[config.mk]
export PLATFORM = sky130hd
export DESIGN_NAME = sat_group
export DESIGN_NICKNAME = d
export VERILOG_FILES = /design/src/hdl/sat_pkg.sv /design/src/hdl/sat_group.sv
export SDC_FILE = /design/constraint.sdc
export NUM_CORES = 1
export LEC_CHECK = 0
export BUFFER_PORTS_ARGS = -buffer_cell sky130_fd_sc_hd__buf_2
export CAP_MARGIN = 20
export CELL_PAD_IN_SITES_DETAIL_PLACEMENT = 0
export CELL_PAD_IN_SITES_GLOBAL_PLACEMENT = 1
export CORE_AREA = 10 10 377 379
export DETAILED_ROUTE_END_ITERATION = 6
export DIE_AREA = 0 0 387 389
export PLACE_DENSITY_LB_ADDON = 0.1
export SYNTH_ARGS = -nofsm -noshare
export SYNTH_HDL_FRONTEND = slang
export SYNTH_SLANG_ARGS = --single-unit
[constraint.sdc]
create_clock -name clk -period 1.15 [get_ports clk]
set_clock_uncertainty 0.05 [all_clocks]
set_input_delay 0.0575 -clock clk [delete_from_list [all_inputs] [get_ports clk]]
set_output_delay 0.0575 -clock clk [all_outputs]
set_load 0.05 [all_outputs]
[src/hdl/sat_pkg.sv]
// Shared types, field widths and codes for the sorted arrival table.
package sat_pkg;

  localparam int CAPACITY    = 256;
  localparam int DAY_SECONDS = 86400;
  localparam int TAG_BITS    = 16;

  localparam int TIME_W   = 18;
  localparam int SEQ_W    = 16;
  localparam int TAG_W    = 16;
  localparam int IDX_W    = 8;
  localparam int STATUS_W = 2;
  localparam int FUNC_W   = 2;
  localparam int CNT_W    = $clog2(CAPACITY + 1);

  // Result gathering: cells are ORed in registered groups, then the groups.
  localparam int GROUP_SIZE = 16;
  localparam int GROUPS     = (CAPACITY + GROUP_SIZE - 1) / GROUP_SIZE;
  localparam int SLOTS      = GROUPS * GROUP_SIZE;

  localparam logic [TAG_W-1:0] TAG_MASK =
    (TAG_BITS >= TAG_W) ? {TAG_W{1'b1}} : TAG_W'((64'd1 << TAG_BITS) - 64'd1);

  typedef enum logic [FUNC_W-1:0] {
    FUNC_INSERT = 2'd0,
    FUNC_SEARCH = 2'd1,
    FUNC_READ   = 2'd2,
    FUNC_NONE   = 2'd3
  } func_t;

  typedef enum logic [STATUS_W-1:0] {
    ST_OK    = 2'd0,
    ST_NONE  = 2'd1,
    ST_FULL  = 2'd2,
    ST_RANGE = 2'd3
  } status_t;

  typedef struct packed {
    logic [TIME_W-1:0] time_v;
    logic [SEQ_W-1:0]  seq;
    logic [TAG_W-1:0]  tag;
  } entry_t;

  typedef struct packed {
    logic [IDX_W-1:0] idx;
    entry_t           entry;
  } hit_t;

  // Broadcast to every cell; ins_en is set only in the cycle an insert is accepted and the table is not full.
  typedef struct packed {
    logic ins_en;
    logic search;
    logic read;
  } cell_ctl_t;

endpackage

[src/hdl/sat_group.sv]
// Registered OR of the hit words from one group of cells.
module sat_group (
  input  logic                                   clk,
  input  logic                                   en,
  input  sat_pkg::hit_t [sat_pkg::GROUP_SIZE-1:0] hits,
  output sat_pkg::hit_t                          hit_r
);

  sat_pkg::hit_t hit_nxt;

  always_comb begin
    hit_nxt = '0;
    for (int k = 0; k < sat_pkg::GROUP_SIZE; k++) begin
      hit_nxt = hit_nxt | hits[k];
    end
  end

  always_ff @(posedge clk) begin
    if (en) begin
      hit_r <= hit_nxt;
    end
  end

endmodule

==> metrics, run 1 <==
run status=did not finish; Stopped at=4_1_cts; Run Error=[ERROR RSZ-0060] Max buffer count reached.; biggest area consumer among synthesized cells=edfxtp_1; Die H=389 um; dpl hpwl=76.6 mm; Unique masters post-synth=3; average size of a mapped cell=10.2 sq um; num rows=135; Post CTS Setup Buffer Count=0; # clock sinks=58; CTS Buf Count=9; Synth top area share=0.490; RD Place Congestion=0.935; IO Port Bufs=987; syn nets=1,278; Placement Cell Area=11,300 sq um; Area contributors post-synth=edfxtp_1 (49%), nor4_1 (41%), nand4_1 (10%); DIE WIDTH=387 um; Yosys reg bits=58; Root Driver=clkbuf_16; # IOs=988; synth warn=0; Cells after Synth=348; Post-Syn Area=3560 sq um; H-tree Lvls=3; Starting Density=0.0264; CTS-repair resized insts=118; post-synthesis sequential area ratio=0.490; Bufs on Longest Clock Path=2; Hold Buf Count CTS=641
==> cell families after synthesis <==
kind of cell | count (synthesis) | synth area share
flops | 58 | 0.490
simple gates | 290 | 0.510
==> through the flow <==
stage	instances	hold slack, ns	setup TNS, ns	worst slack (ns)
3_5_place_dp	3186	0.291	-7.02	-0.639
3_3_place_gp	3185	0.297	-7.58	-0.804
2_1_floorplan	348	0.120	0	0.426
==> synthesized netlist by cell type <==
cell type / number
nor4_1: 232
nand4_1: 58
edfxtp_1: 58
==> run 2, diff against run 1 <==
==> config.mk (replaced) <==
export PLATFORM = sky130hd
export DESIGN_NAME = sat_group
export DESIGN_NICKNAME = d
export VERILOG_FILES = /design/src/hdl/sat_pkg.sv /design/src/hdl/sat_group.sv
export SDC_FILE = /design/constraint.sdc
export NUM_CORES = 1
export LEC_CHECK = 0
export BUFFER_PORTS_ARGS = -buffer_cell sky130_fd_sc_hd__buf_2
export CAP_MARGIN = 20
export CORE_AREA = 10 10 380 382
export DETAILED_ROUTE_END_ITERATION = 6
export DIE_AREA = 0 0 390 392
export PLACE_DENSITY_LB_ADDON = 0.15
export SYNTH_ARGS = -nofsm -noshare
export SYNTH_HDL_FRONTEND = slang
export SYNTH_SLANG_ARGS = --single-unit
==> metrics, run 2 <==
PwrDens=596 nW/um^2; CTS Buf Count=9 (unchanged); Core ar.=137,000 sq um; Reg with most FFs=hit_r; setup_tns=-0.422 ns; Peak VDD IR=652 uV; wire per inst=24.0 um; Synth top area share=0.490 (unchanged); total power=10.6 mW; num rows=136 (+0.74%); total congestion overflow=0; leading cell type in the layout, fill and taps excluded=buf_2; largest net degree at the start of global routing=34; final core area utilization=0.130; post-layout min period=1.24 ns; clock-pin slew on the worst setup and hold paths=0.08 ns; worst hold path type=input pin to register; cell family with most CP delay=flip-flops; worst-margin pin slew=1.02 ns; RSZ-0062 raised after global routing=yes; run status=finished, violations left; dpl hpwl=80.6 mm (+5.2%); Die H=392 um (+0.77%); first-pass GRT wire length=113 mm; biggest regs=hit_r: 58 flops; Root Driver=clkbuf_16; vias in the first global route=12.1k; H-tree Lvls=3 (unchanged); post-route cell area=17,800 sq um; GRT Total Usage=0.111; async set-reset flop share out of synthesis=0 (unchanged); Slowest cell on crit path=edfxtp_1; Final Worst Setup Slack=-0.0910 ns; detailed-route wire length=90.2 mm; IO Port Bufs=987 (unchanged); RD Place Congestion=0.896 (-4.2%); CTS tree=done; Cells after Synth=348 (unchanged); final-report hold violation count=7; Largest register FFs=58; final count of pins violating max slew=0; synth warn=0 (unchanged); final hold slack=-0.0789 ns; Area Growth Syn to Fin=399%; iteration-0 DRC count of the detailed router=529; ys flop type=edfxtp_1; Detailed Routing Iterations Pass 1=5; cell count along the critical path=1; antenna violations before repair=84; syn nets=1,278 (unchanged); # clock sinks=58 (unchanged); Post-Syn Area=3560 sq um (unchanged); Post CTS Setup Buffer Count=0 (unchanged); Worst Hold Path Cells=3; Setup crit start kind=register; Placement Cell Area=11,800 sq um (+4.3%); top-count cell post-synth=nor4_1; CP Capture Type=output pin; Starting Density=0.0260 (-0.000423); WP data required=1.04 ns; Slew Limit Headroom=0.313; Final #Nets=2,872; max-cap viol count=0; Area contributors post-synth=edfxtp_1 (49%), nor4_1 (41%), nand4_1 (10%); DIE AREA=153,000 sq um; most frequent cells in the layout=buf_2 (927), dlygate4sd3_1 (472), nor4_1 (162); Bufs on Longest Clock Path=2 (unchanged); # IOs=988 (unchanged); EDFF count, synth=58 (unchanged); biggest area consumer among synthesized cells=edfxtp_1; failing checks=antenna rules, hold timing, setup timing; Worst Path Buf+Inv=1; kind of critical path=register to output pin; fraction of layout cells with a size suffix above 1=0.612; average size of a mapped cell=10.2 sq um (unchanged); DR vias/cell=2.87; CP max FO=1; slowest stage delay, CP=0.51 ns; Arr. time, crit path=1.13 ns; post-synthesis sequential area ratio=0.490 (unchanged); Final Setup Violations=18; Static Leak=7.59 nW; Vias=10.8k; max frequency=806 MHz; DIE WIDTH=390 um (+0.78%); worst path cell trace=buf_6; Routed Antenna Nets=1; Unique masters post-synth=3 (unchanged); Commonest cells post-synth=nor4_1 (232), edfxtp_1 (58), nand4_1 (58); Yosys reg bits=58 (unchanged); DR DRC count=0; Final Cycle Share=1.08
run 2: path summary, 6_finish.rpt:
check	start	end	slack, ns
max	hit_r[56]	hit_r[56]	-0.09
min	hits[576]	hit_r[54]	-0.08
run 2: power breakdown:
group / internal (mW) / total, mW / switching, mW
combinational: 2.65 / 4.62 / 1.97
sequential: 2.43 / 2.50 / 0.0712
clock: 1.69 / 3.46 / 1.76
run 2: through the flow:
step                      setup slack (ns)  instances
after floorplan                      0.426        348
after global placement              -0.880       3249
after detailed placement            -0.558       3255
after CTS                           -0.270       3739
after global routing                -0.212       3749
final                              -0.0910       3766
run 2: cell type report:
type | instances | area (sq um)
diodes | 25 | 62.6
clock buffers | 10 | 229
clock inverters | 6 | 67.6
fillers | 15700 | 119000
multi-input cells | 290 | 2390
flip-flops and latches | 58 | 1740
well taps | 1794 | 2240
repair buffers | 1583 | 11000
run 2: repair_timing:
item / CTS / global route
endpoints found under the hold margin: 57 / 15
pin swaps: 0 / 12
setup endpoints to repair: 60 / 78
hold buffers: 468 / 8
gates resized for setup: 111 / 79
run 2: cells by family after synthesis:
kind of cell     share of synthesized area
AND/OR/NAND/NOR                      0.510
flip-flops                           0.490
run 2: metal layers:
layer | share of wire | up-vias | track usage
li1 | - | 4914 | -
met1 | 0.38 | 4946 | 0.126
met2 | 0.49 | 707 | 0.191
met3 | 0.098 | 195 | 0.0477
met4 | 0.022 | 54 | 0.0277
met5 | 0.0039 | - | 0
Note: power is estimated with default switching activity, not from simulation.
