==> config.mk <==
export PLATFORM = sky130hd
export DESIGN_NAME = sat_cell
export DESIGN_NICKNAME = d
export VERILOG_FILES = /design/src/hdl/sat_pkg.sv /design/src/hdl/sat_cell.sv
export SDC_FILE = /design/constraint.sdc
export NUM_CORES = 1
export LEC_CHECK = 0
export BUFFER_PORTS_ARGS = -buffer_cell sky130_fd_sc_hd__buf_4
export CORE_AREA = 2 2 96 98
export CTS_CLUSTER_DIAMETER = 50
export CTS_CLUSTER_SIZE = 25
export DETAILED_ROUTE_END_ITERATION = 10
export DIE_AREA = 0 0 98 100
export PLACE_DENSITY = 0.89
export SYNTH_ARGS = -nofsm -noshare
export SYNTH_HDL_FRONTEND = slang
export SYNTH_SLANG_ARGS = --single-unit
==> constraint.sdc <==
create_clock -name clk -period 13.25 [get_ports clk]
set_clock_uncertainty 0.1 [all_clocks]
set_input_delay 2.65 -clock clk [delete_from_list [all_inputs] [get_ports clk]]
set_output_delay 2.65 -clock clk [all_outputs]
set_load 0.02 [all_outputs]
==> src/hdl/sat_pkg.sv <==
// Shared types, field widths and codes for the sorted arrival table.
package sat_pkg;

  localparam int CAPACITY    = 256;
  localparam int DAY_SECONDS = 86400;
  localparam int TAG_BITS    = 16;

  localparam int TIME_W   = 18;
  localparam int SEQ_W    = 16;
  localparam int TAG_W    = 16;
  localparam int IDX_W    = 8;
  localparam int STATUS_W = 2;
  localparam int FUNC_W   = 2;
  localparam int CNT_W    = $clog2(CAPACITY + 1);

  // Result gathering: cells are ORed in registered groups, then the groups.
  localparam int GROUP_SIZE = 16;
  localparam int GROUPS     = (CAPACITY + GROUP_SIZE - 1) / GROUP_SIZE;
  localparam int SLOTS      = GROUPS * GROUP_SIZE;

  localparam logic [TAG_W-1:0] TAG_MASK =
    (TAG_BITS >= TAG_W) ? {TAG_W{1'b1}} : TAG_W'((64'd1 << TAG_BITS) - 64'd1);

  typedef enum logic [FUNC_W-1:0] {
    FUNC_INSERT = 2'd0,
    FUNC_SEARCH = 2'd1,
    FUNC_READ   = 2'd2,
    FUNC_NONE   = 2'd3
  } func_t;

  typedef enum logic [STATUS_W-1:0] {
    ST_OK    = 2'd0,
    ST_NONE  = 2'd1,
    ST_FULL  = 2'd2,
    ST_RANGE = 2'd3
  } status_t;

  typedef struct packed {
    logic [TIME_W-1:0] time_v;
    logic [SEQ_W-1:0]  seq;
    logic [TAG_W-1:0]  tag;
  } entry_t;

  typedef struct packed {
    logic [IDX_W-1:0] idx;
    entry_t           entry;
  } hit_t;

  // Broadcast to every cell; ins_en is set only in the cycle an insert is accepted and the table is not full.
  typedef struct packed {
    logic ins_en;
    logic search;
    logic read;
  } cell_ctl_t;

endpackage

==> src/hdl/sat_cell.sv <==
// One table slot: holds an entry, compares it to the query, shifts or loads on insert.
module sat_cell (
  input  logic                       clk,
  input  sat_pkg::cell_ctl_t         ctl,
  input  sat_pkg::entry_t            new_entry,
  input  logic [sat_pkg::TIME_W-1:0] query,
  input  logic                       is_first,
  input  logic                       valid_self,
  input  logic                       left_valid,
  input  logic                       left_le,
  input  sat_pkg::entry_t            left_entry,
  input  logic                       right_le,
  input  logic                       idx_match,
  input  logic [sat_pkg::IDX_W-1:0]  cell_index,
  output logic                       le,
  output sat_pkg::entry_t            entry_out,
  output sat_pkg::hit_t              hit
);

  sat_pkg::entry_t entry_r;
  logic            shift_in;
  logic            take_new;
  logic            sel;

  assign le = valid_self && (entry_r.time_v <= query);

  // Later entries move up one slot; the first slot past the last early entry loads.
  assign shift_in = ctl.ins_en && left_valid && !left_le;
  assign take_new = ctl.ins_en && (is_first || left_le) && !le;

  always_ff @(posedge clk) begin
    if (shift_in) begin
      entry_r <= left_entry;
    end else if (take_new) begin
      entry_r <= new_entry;
    end
  end

  // Search hit is the last slot at or before the query.
  assign sel = take_new
            || (ctl.search && le && !right_le)
            || (ctl.read && idx_match && valid_self);

  assign entry_out = entry_r;
  assign hit       = sel ? {cell_index, entry_r} : '0;

endmodule

* Word-level counts from Yosys, hierarchy flattened
Index checks and enable logic that the tools add are counted.
** Word-level totals
- Flip-flop bits (word level) :: 50
- Input bits :: 136
- Output and inout port bits :: 109
- Word-level logic and storage cells :: 23
** Cells by class
- Order comparisons :: 1
- Multiplexer cells :: 3
- Reductions and logical operators :: 16
** Operator list (number)
- $mux 50 :: 2
- $mux 58 :: 1
- $le 18x18->1 :: 1
- $logic_and 1x1->1 :: 9
- $logic_not 1->1 :: 3
- $logic_or 1x1->1 :: 3
- $reduce_bool 2->1 :: 1

* Longest topological paths before layout
- Depth after elaboration :: 7
- Gate-level depth with buffers :: 9
- Mapped depth without buffers :: 7

* Least setup slack after synthesis
No wires, ideal clock.
- Path kind :: input port to output port
- From :: in query[9] (netlist name)
- To :: out hit[37] (netlist name)
- Arrival :: 4295 ps
- Data required time :: 10500 ps
- Setup slack :: 6205 ps
- Cell stages on the path :: 9
- Path buffers :: 2
- Path through :: inv_1 -> ha_1 -> a21oi_1 -> o21ai_1 -> a22oi_1 -> nand4_1 -> buf_2 -> clkbuf_4 -> a41oi_2
** RTL lines
- from (decl) :: RTL line sat_cell.sv:6 : input logic [sat_pkg::TIME_W-1:0] query,
- to (decl) :: RTL line sat_cell.sv:17 : output sat_pkg::hit_t hit

==> metrics <==
status=completed; DPL Wire Length=about 8600 um; Max Fanout on Critical Path=between 50 and 60; RD Place Congestion=0.861; asr flop ratio synth=0%; Post-synth EDFFs=50; Adder-Cell Fraction of Synth Area=6.12%; main combinational cell family by area after synthesis=compound AO/OA/AOI/OAI gates; Tot GR Track Use=between 20 and 25%; mapped cell area=about 3700 um^2; synth warn=0; DR pass1 iterations=4; largest net degree at the start of global routing=approximately 60; cells on worst reg2reg path=7; Synth cell types=34; f_max=0.124 GHz; Worst-path clk slew=about 0.10 ns; vias per cell=about 5.4; Synth Area in Compound Gates=21.8%; clk_lat worst skew=around 0.30 ns; P_leak=about 0.0027 uW; ys flop type=edfxtp_1; vias in the first global route=between 3000 and 4000; Die X=between 90 and 100 um; port bufs=between 200 and 250; setup TNS=0 ns; Post-Syn Instances=324; Fin. Hold Viols=0; DR WL/cell=17.6 um; total wire length=11600 um; core box area=8890 um^2; Sink Count=50; vias post-DR=3583; reg2reg end=entry_out[25]; Reg-to-Reg Start=entry_out[46]; RSZ-0062 raised after global routing=no; cells taking the most area after synthesis=edfxtp_1 41%, mux2_2 15%, a41oi_1 9.1%; # DRC=0; Synth Area in XOR/XNOR=0%; post-synthesis simple-gate area fraction=3.57%; Post-synth top cells=76 x inv_1, 50 x edfxtp_1, 50 x mux2_2; layout cells sized above 1=60.4%; die area=9800 um^2; Synth-to-Final Area Change=52.7%; chip height=~100 um; setup bufs post-CTS=0; multiplexer area fraction after synthesis=15.3%; synthesized flop and latch total=50; Worst VDD drop=~47 uV; Num CTS Buffers=5; DRT iter0 DRCs=between 90 and 100; Final Cycle Share=60.9%; syn nets=~480; CTS Hold Bufs=0; Worst EP arrival=roughly 5.3 ns; final net count=703; initial antenna violation count=0; worst hold path stage count=5; Synth area leader=edfxtp_1; slew of the pin with the lowest slew margin=1.29 ns; FP Rows=35; crit path kind=in2out; Worst EP required=roughly 11 ns; crit path launch type=input pin; total power=497 uW; Largest register FFs=50; hold path endpoint=entry_out[41]; Initial Util=between 40% and 50%; ant diodes=0; Hold/Removal Path Class=reg2reg; grt total ovfl=0; final setup vio count=0; final core utilization=approximately 63%; Root Driver=clkbuf_8; DRT antenna net count=0; Slew Viols, Final=0; H-tree depth=2; share of the synthesized area in the top cell type=40.8%; worst reg2reg setup slack=9.95 ns; cell area power density=88.4 nW/um^2; post-synthesis sequential area ratio=between 40% and 50%; most common cell in the netlist=inv_1; hold path start=entry_out[33]; CP endpoint kind=output port; global-route wire length before repair=between 15000 and 20000 um; worst hold slack=between 1 and 1.5 ns; io pins=about 250; Max-slew headroom=13.5%; Post-CTS Resized=0; CTS tree=built; max-cap viol count=0; Clock Path Buffers=2; fin crit period=~8 ns; Avg Cell Area, Syn=between 10 and 15 um^2
worst max path at each step:
stage	start	to	cells past startpoint	slack, ns
2_1_floorplan	query[9]	hit[37]	9	6.20
3_3_place_gp	query[17]	hit[35]	9	5.40
3_5_place_dp	query[9]	hit[20]	9	5.24
4_1_cts	query[9]	hit[20]	9	5.23
5_1_grt	query[9]	hit[20]	9	5.05
6_report	query[9]	hit[20]	9	5.18
cell usage in the layout, fill, tap and decap left out, types with 2 or more instances in the layout:
cell,count
nor2_1,2
edfxtp_1,50
or2_1,2
nand4_1,4
clkbuf_8,5
a21oi_1,7
buf_4,247
a41oi_2,20
nand3_1,2
ha_1,18
nand2_1,6
o21ai_0,2
a41oi_1,38
inv_1,76
mux2_2,50
stage by stage:
step	cell area, um^2	worst slack (ns)	cells
floorplan	3680	6.20	324
global placement	5520	5.40	653
detailed placement	5520	5.24	653
CTS	5620	5.23	661
global route	5620	5.05	661
finish	5620	5.18	661
cells by family (layout without fill, tap and decap cells):
group	after synthesis	after routing
simple gates	23	23
buf+inv	105	331
flops	50	50
compound gates	78	78
mux	50	50
fa+ha+maj	18	18
worst max-delay path, cell delays in order:
cell and delay [ns]:
buf_4 0.08, inv_1 0.04, ha_1 0.31, nand4_1 0.15, or2_1 0.27, nor3_2 0.23, nand2_2 0.77, a41oi_1 0.60
buf_4 0.21
layer usage:
| metal | vias up | GRT usage, % | share of wire (%) |
|---|---|---|---|
| met2 | 184 | 42.7 | 54 |
| met5 | - | 0 | 0 |
| met1 | 1714 | 25.1 | 37 |
| met3 | 20 | 4.39 | 7.5 |
| met4 | 0 | 7.48 | 1.9 |
| li1 | 1665 | - | - |
area by class of cell:
| class | instances | area [um^2] |
|---|---|---|
| clock inverter | 3 | 25.0 |
| fill | 696 | 3270 |
| clock buffer | 5 | 68.8 |
| timing repair buffer | 247 | 1850 |
| sequential | 50 | 1500 |
| tap | 111 | 139 |
| multi-input combinational | 169 | 1740 |
| inverter | 76 | 285 |
report_power, final:
group,switching [uW],total (uW),internal (uW),leakage [uW]
combinational,106,201,95.4,0.00214
clock,56.5,94.8,38.3,0.0000447
sequential,8.95,201,192,0.000476
total,171,497,326,0.00266
(Power assumes the default switching activity.)
